<file path="src/design/ppu_pkg.sv">
// Shared types and constants for the particle pool update block.
// Used by the controller, the datapath and the top level.
`default_nettype none
package ppu_pkg;

	localparam int PARTICLES_DEF = 64;
	localparam int SLOT_W        = 6;
	localparam int CFG_IDX_W     = 3;

	// configuration register indexes
	typedef enum logic [CFG_IDX_W-1:0] {
		CFG_EMIT_X   = 3'd0,
		CFG_EMIT_Y   = 3'd1,
		CFG_EMIT_Z   = 3'd2,
		CFG_MAX_LIFE = 3'd3,
		CFG_CAM_X    = 3'd4,
		CFG_CAM_Y    = 3'd5,
		CFG_CAM_Z    = 3'd6
	} ppu_cfg_idx_t;

	localparam logic signed [31:0] EMIT_X_RST   = 32'sd0;
	localparam logic signed [31:0] EMIT_Y_RST   = 32'sd131072;
	localparam logic signed [31:0] EMIT_Z_RST   = 32'sd131072;
	localparam logic [23:0]        MAX_LIFE_RST = 24'd327680;

	// reciprocal of 1000: floor(x/1000) = (x * RECIP_1000) >> SH_1000 for x < 2^32
	localparam logic [29:0] RECIP_1000  = 30'd549755814;
	localparam int          SH_1000     = 39;
	// reciprocal of 20000 with the same trick
	localparam logic [29:0] RECIP_20000 = 30'd879609303;
	localparam int          SH_20000    = 44;

	localparam logic [12:0]        GRAV_NUM     = 13'd4905;
	localparam logic [9:0]         HALF_1000    = 10'd500;
	localparam logic [16:0]        DIR_SCALE    = 17'd98304;
	localparam logic signed [11:0] DIR_CENTRE   = 12'sd1000;
	localparam logic [26:0]        SIZE_OFFS    = 27'd100;
	localparam logic [26:0]        SIZE_ROUND   = 27'd10000;
	localparam logic signed [31:0] SPEED_Y_BASE = 32'sd655360;
	localparam logic [46:0]        DIST_MAX     = 47'h7FFF_FFFF_FFFF;

	// controller to datapath
	typedef struct packed {
		logic load;
		logic adv;
		logic take_idx;
		logic take_zero;
		logic sp_write;
		logic st_load;
		logic st_mul;
		logic st_pos;
		logic dist1;
		logic dist2;
		logic push;
		logic flush;
	} ppu_cmd_t;

	// datapath to controller
	typedef struct packed {
		logic cur_alive;
		logic scan_end;
		logic pend_valid;
		logic out_free;
	} ppu_stat_t;

endpackage
`default_nettype wire

</file>
<file path="src/design/ppu_ctrl.sv">
// Sequencer for the particle pool: spawn search, per-slot step walk, result hand-off.
// Depends on ppu_pkg; drives the datapath through ppu_cmd_t.
`default_nettype none
module ppu_ctrl (
	input  wire logic               clk,
	input  wire logic               arst_n,
	input  wire logic               in_valid,
	input  wire logic               kind,
	output logic                    in_ready,
	input  wire ppu_pkg::ppu_stat_t stat,
	output ppu_pkg::ppu_cmd_t       cmd
);
	import ppu_pkg::*;

	typedef enum logic [3:0] {
		S_IDLE, S_PREP1, S_PREP2, S_SEARCH, S_SP_WRITE, S_SCAN, S_ST_LD,
		S_ST_MUL, S_ST_POS, S_DIST1, S_DIST2, S_EMIT, S_FLUSH
	} state_t;

	state_t state_q, state_d;
	logic   spawn_q;

	assign in_ready = (state_q == S_IDLE);

	// decode commands and next state
	always_comb begin
		cmd     = '0;
		state_d = state_q;
		case (state_q)
			S_IDLE: begin
				if (in_valid) begin
					cmd.load = 1'b1;
					state_d  = S_PREP1;
				end
			end
			S_PREP1: state_d = S_PREP2;
			S_PREP2: state_d = spawn_q ? S_SEARCH : S_SCAN;
			S_SEARCH: begin
				if (!stat.cur_alive) begin
					cmd.take_idx = 1'b1;
					state_d      = S_SP_WRITE;
				end else if (stat.scan_end) begin
					cmd.take_zero = 1'b1;
					state_d       = S_SP_WRITE;
				end else begin
					cmd.adv = 1'b1;
				end
			end
			S_SP_WRITE: begin
				cmd.sp_write = 1'b1;
				state_d      = S_DIST1;
			end
			S_SCAN: begin
				if (stat.cur_alive) begin
					state_d = S_ST_LD;
				end else if (stat.scan_end) begin
					state_d = S_FLUSH;
				end else begin
					cmd.adv = 1'b1;
				end
			end
			S_ST_LD: begin
				cmd.st_load = 1'b1;
				state_d     = S_ST_MUL;
			end
			S_ST_MUL: begin
				cmd.st_mul = 1'b1;
				state_d    = S_ST_POS;
			end
			S_ST_POS: begin
				cmd.st_pos = 1'b1;
				state_d    = S_DIST1;
			end
			S_DIST1: begin
				cmd.dist1 = 1'b1;
				state_d   = S_DIST2;
			end
			S_DIST2: begin
				cmd.dist2 = 1'b1;
				state_d   = S_EMIT;
			end
			S_EMIT: begin
				// hold while an older word waits for a full output register
				if (!stat.pend_valid || stat.out_free) begin
					cmd.push = 1'b1;
					if (spawn_q || stat.scan_end) begin
						state_d = S_FLUSH;
					end else begin
						cmd.adv = 1'b1;
						state_d = S_SCAN;
					end
				end
			end
			S_FLUSH: begin
				if (!stat.pend_valid) begin
					state_d = S_IDLE;
				end else if (stat.out_free) begin
					cmd.flush = 1'b1;
					state_d   = S_IDLE;
				end
			end
			default: state_d = S_IDLE;
		endcase
	end

	// state and item kind
	always_ff @(posedge clk or negedge arst_n) begin
		if (!arst_n) begin
			state_q <= S_IDLE;
			spawn_q <= 1'b0;
		end else begin
			state_q <= state_d;
			if (cmd.load) begin
				spawn_q <= !kind;
			end
		end
	end
endmodule
`default_nettype wire

</file>
<file path="config.mk">
export PLATFORM = sky130hd
export DESIGN_NAME = ppu_ctrl
export DESIGN_NICKNAME = d
export VERILOG_FILES = /design/src/design/ppu_pkg.sv /design/src/design/ppu_ctrl.sv
export SDC_FILE = /design/constraint.sdc
export NUM_CORES = 1
export LEC_CHECK = 0
export BUFFER_PORTS_ARGS = -buffer_cell sky130_fd_sc_hd__buf_2
export CAP_MARGIN = 20
export CORE_AREA = 2 2 39 41
export DETAILED_ROUTE_END_ITERATION = 8
export DIE_AREA = 0 0 41 43
export GPL_TIMING_DRIVEN = 0
export PLACE_DENSITY_LB_ADDON = 0.08
export SKIP_CTS_REPAIR_TIMING = 1
export SYNTH_ARGS = -nofsm -noshare
export SYNTH_HDL_FRONTEND = slang
export SYNTH_SLANG_ARGS = --single-unit
</file>
<file path="constraint.sdc">
create_clock -name clk -period 1.8 [get_ports clk]
set_input_delay 0 -clock clk [delete_from_list [all_inputs] [get_ports clk]]
set_output_delay 0 -clock clk [all_outputs]
set_load 0.05 [all_outputs]
</file>
==> results_dict.tcl <==
set metrics [dict create \
    status "finished, final reports clean" \
    multi_input_area_um2 375 \
    netlist_area_um2 499 \
    synth_cells 65 \
    p_comb_frac 0.675 \
    switchingPower_w 0.000677 \
    skew_ns 0.00304 \
    yosys.area.top_type "dfrtp_1" \
    grt_setup_unrepaired "no" \
    design_area_um2 701 \
    fillCellCount 152 \
    grt_max_degree 11 \
    synth_edf_count 0 \
    cts_max_level 1 \
    pwr-share-seq 0.221 \
    cts_root_buf "clkbuf_4" \
    ys_seq_area_frac 0.251 \
    die_y_um 43 \
    placed_area_um2 646 \
    seq_area_um2 129 \
    core_area_mm2 0.00138 \
    chipWidth_um 41 \
    hold_viol 0 \
    drt_iter0_markers 4 \
    slew_headroom 0.764 \
    vias 565 \
    pre_cts_slack_ns 0.326 \
    synth_seq_cells 5 \
    synth_warnings 0 \
    cp-end-kind "output pin" \
    cts_sinks 5 \
    globalplace.congestion 0.765 \
    swShare 0.546 \
    cts_buffer_depth 2 \
    peakVddDrop_mv 0.876 \
    fin_ws_ns 0.172 \
    drive_above_1_share 0.418 \
    cp-start-kind "flop" \
    num_rows 14 \
    maxCapViolCount 0 \
    drv_slew 0 \
    vias_per_cell 5.28 \
    fin_crit_ns 1.63 \
    timing.rr.end "state_q[0]" \
    layout_common_cells "buf_2 (20), nor2_1 (7), nand2_1 (6)" \
    cts_inserted_buffers 3 \
    internal_power_w 0.000562 \
    io_pins 21 \
    r2r_slack_ns 0.35 \
    nets 100 \
    path_max_fanout 10 \
    critical_path_arrival_ns 1.63 \
    grt_overflow 0 \
    yosysUniqueCellTypes 25 \
    drt-pass1-iter-count 4 \
    start_util 0.361 \
    critical_path_class "flop to output pin" \
    cts_tree "done" \
    routed_wl_mm 1.30 \
    required_ns 1.80 \
    grt_pass1_wl_mm 2.16 \
    fmax_mhz 614 \
    post-route-period-util 0.904 \
    ys.flop_type "dfrtp_1" \
    wl_per_cell_um 12.1 \
    synth_top_area_share 0.251 \
    r2r-start "state_q[3]" \
    max_slew.worst_pin.slew_ns 0.354 \
    leakage_nw 0.332 \
    clock_latency_ns 0.24 \
    antenna_found_initial 0 \
    ys_top_cells_by_area "dfrtp_1 (25%), nand2b_1 (6.3%), nor3_1 (6.0%), nor2_1 (5.3%), and3b_1 (5.3%)" \
    final_common_cell "buf_2" \
    dieArea_mm2 0.00176 \
    drcViolationCount 0 \
    dp_hpwl_um 982 \
    hold_path.class "input pin to async pin" \
    insertedDiodeCount 0 \
    rr_worst_depth 5 \
    setup_viol 0 \
    ant_nets 0 \
    pwr-share-clk 0.104 \
    synthesis.nets 73 \
    port_buffers 20 \
    synth_area_per_cell_um2 7.68 \
    synthArstFlopShare 1.00 \
    grt.total_usage 0.178 \
    fin_total_pwr_w 0.00124 \
    cts.reportedPaths.clkPinSlew_ns 0.04 \
    grt_pass1_vias 505 \
    syn_to_final_growth_pct 40.4 \
    power_density_mw_per_mm2 1770 \
]
## sequential cells by signal (all words and copies together), names as in the netlist
signal / cells
spawn_q: 1
state_q: 4
## metrics by stage
step | hold WS (ns) | util | std cells | setup TNS (ns)
finish | 0.0978 | 0.506 | 107 | 0
global route | 0.110 | 0.506 | 107 | 0
CTS | -0.443 | 0.486 | 105 | 0
detailed placement | -0.183 | 0.467 | 101 | 0
global placement | -0.186 | 0.467 | 101 | 0
floorplan | -0.296 | - | 65 | -0.292
## cell families (layout without fill, tap and decap cells)
logic type             after synthesis  in the layout  synth area share
AND/OR/NAND/NOR                     42             42             0.481
AO/OA/AOI/OAI                       12             12             0.175
flip-flops                           5              5             0.251
buffers and inverters                4             30            0.0501
multiplexers                         2              2            0.0426
## layer usage
metal	wire length, um	track usage	vias to the layer above
met1	625	0.248	265
met4	0	0.0400	0
met2	623	0.259	11
met5	0	0	-
li1	-	-	289
met3	49	0.0628	0
## critical path, stage by stage (launching register included)
cell and delay, ns:
dfrtp_2 0.42, clkbuf_4 0.22, nand2_1 0.10, nor3_1 0.21, and3_1 0.18, buf_2 0.25
## area by class of cell
type                       count  share of cell area
tap                           16              0.0286
buffer                         4              0.0429
clock buffer                   4              0.0375
sequential                     5               0.184
timing repair buffer          22               0.171
multi-input combinational     56               0.536
## power groups by stage
stage	combinational [W]	clock (W)	sequential [W]
2_1_floorplan	0.000678	0	0.000243
3_3_place_gp	0.000823	0	0.000272
3_5_place_dp	0.000825	0	0.000269
4_1_cts	0.000827	0.000133	0.000268
5_1_grt	0.000910	0.000145	0.000287
6_report	0.000836	0.000129	0.000274
## worst max path at each step
stage,from,end
after floorplan,state_q[1],spawn_q
after global placement,state_q[2],cmd[0]
after detailed placement,state_q[1],state_q[0]
after CTS,state_q[2],cmd[0]
after global routing,state_q[3],cmd[10]
final,state_q[2],cmd[0]
## cells in the mapped netlist (all sizes together) (2+ instances only)
master	number
buf	4
and3b	3
nor3	6
nor3b	2
dfrtp	5
a21oi	3
nor4	4
nand2	6
nor2	7
nor2b	4
o21ai	3
nand2b	5
and3	2
o211ai	2
Power figures use the tool's default switching activity.
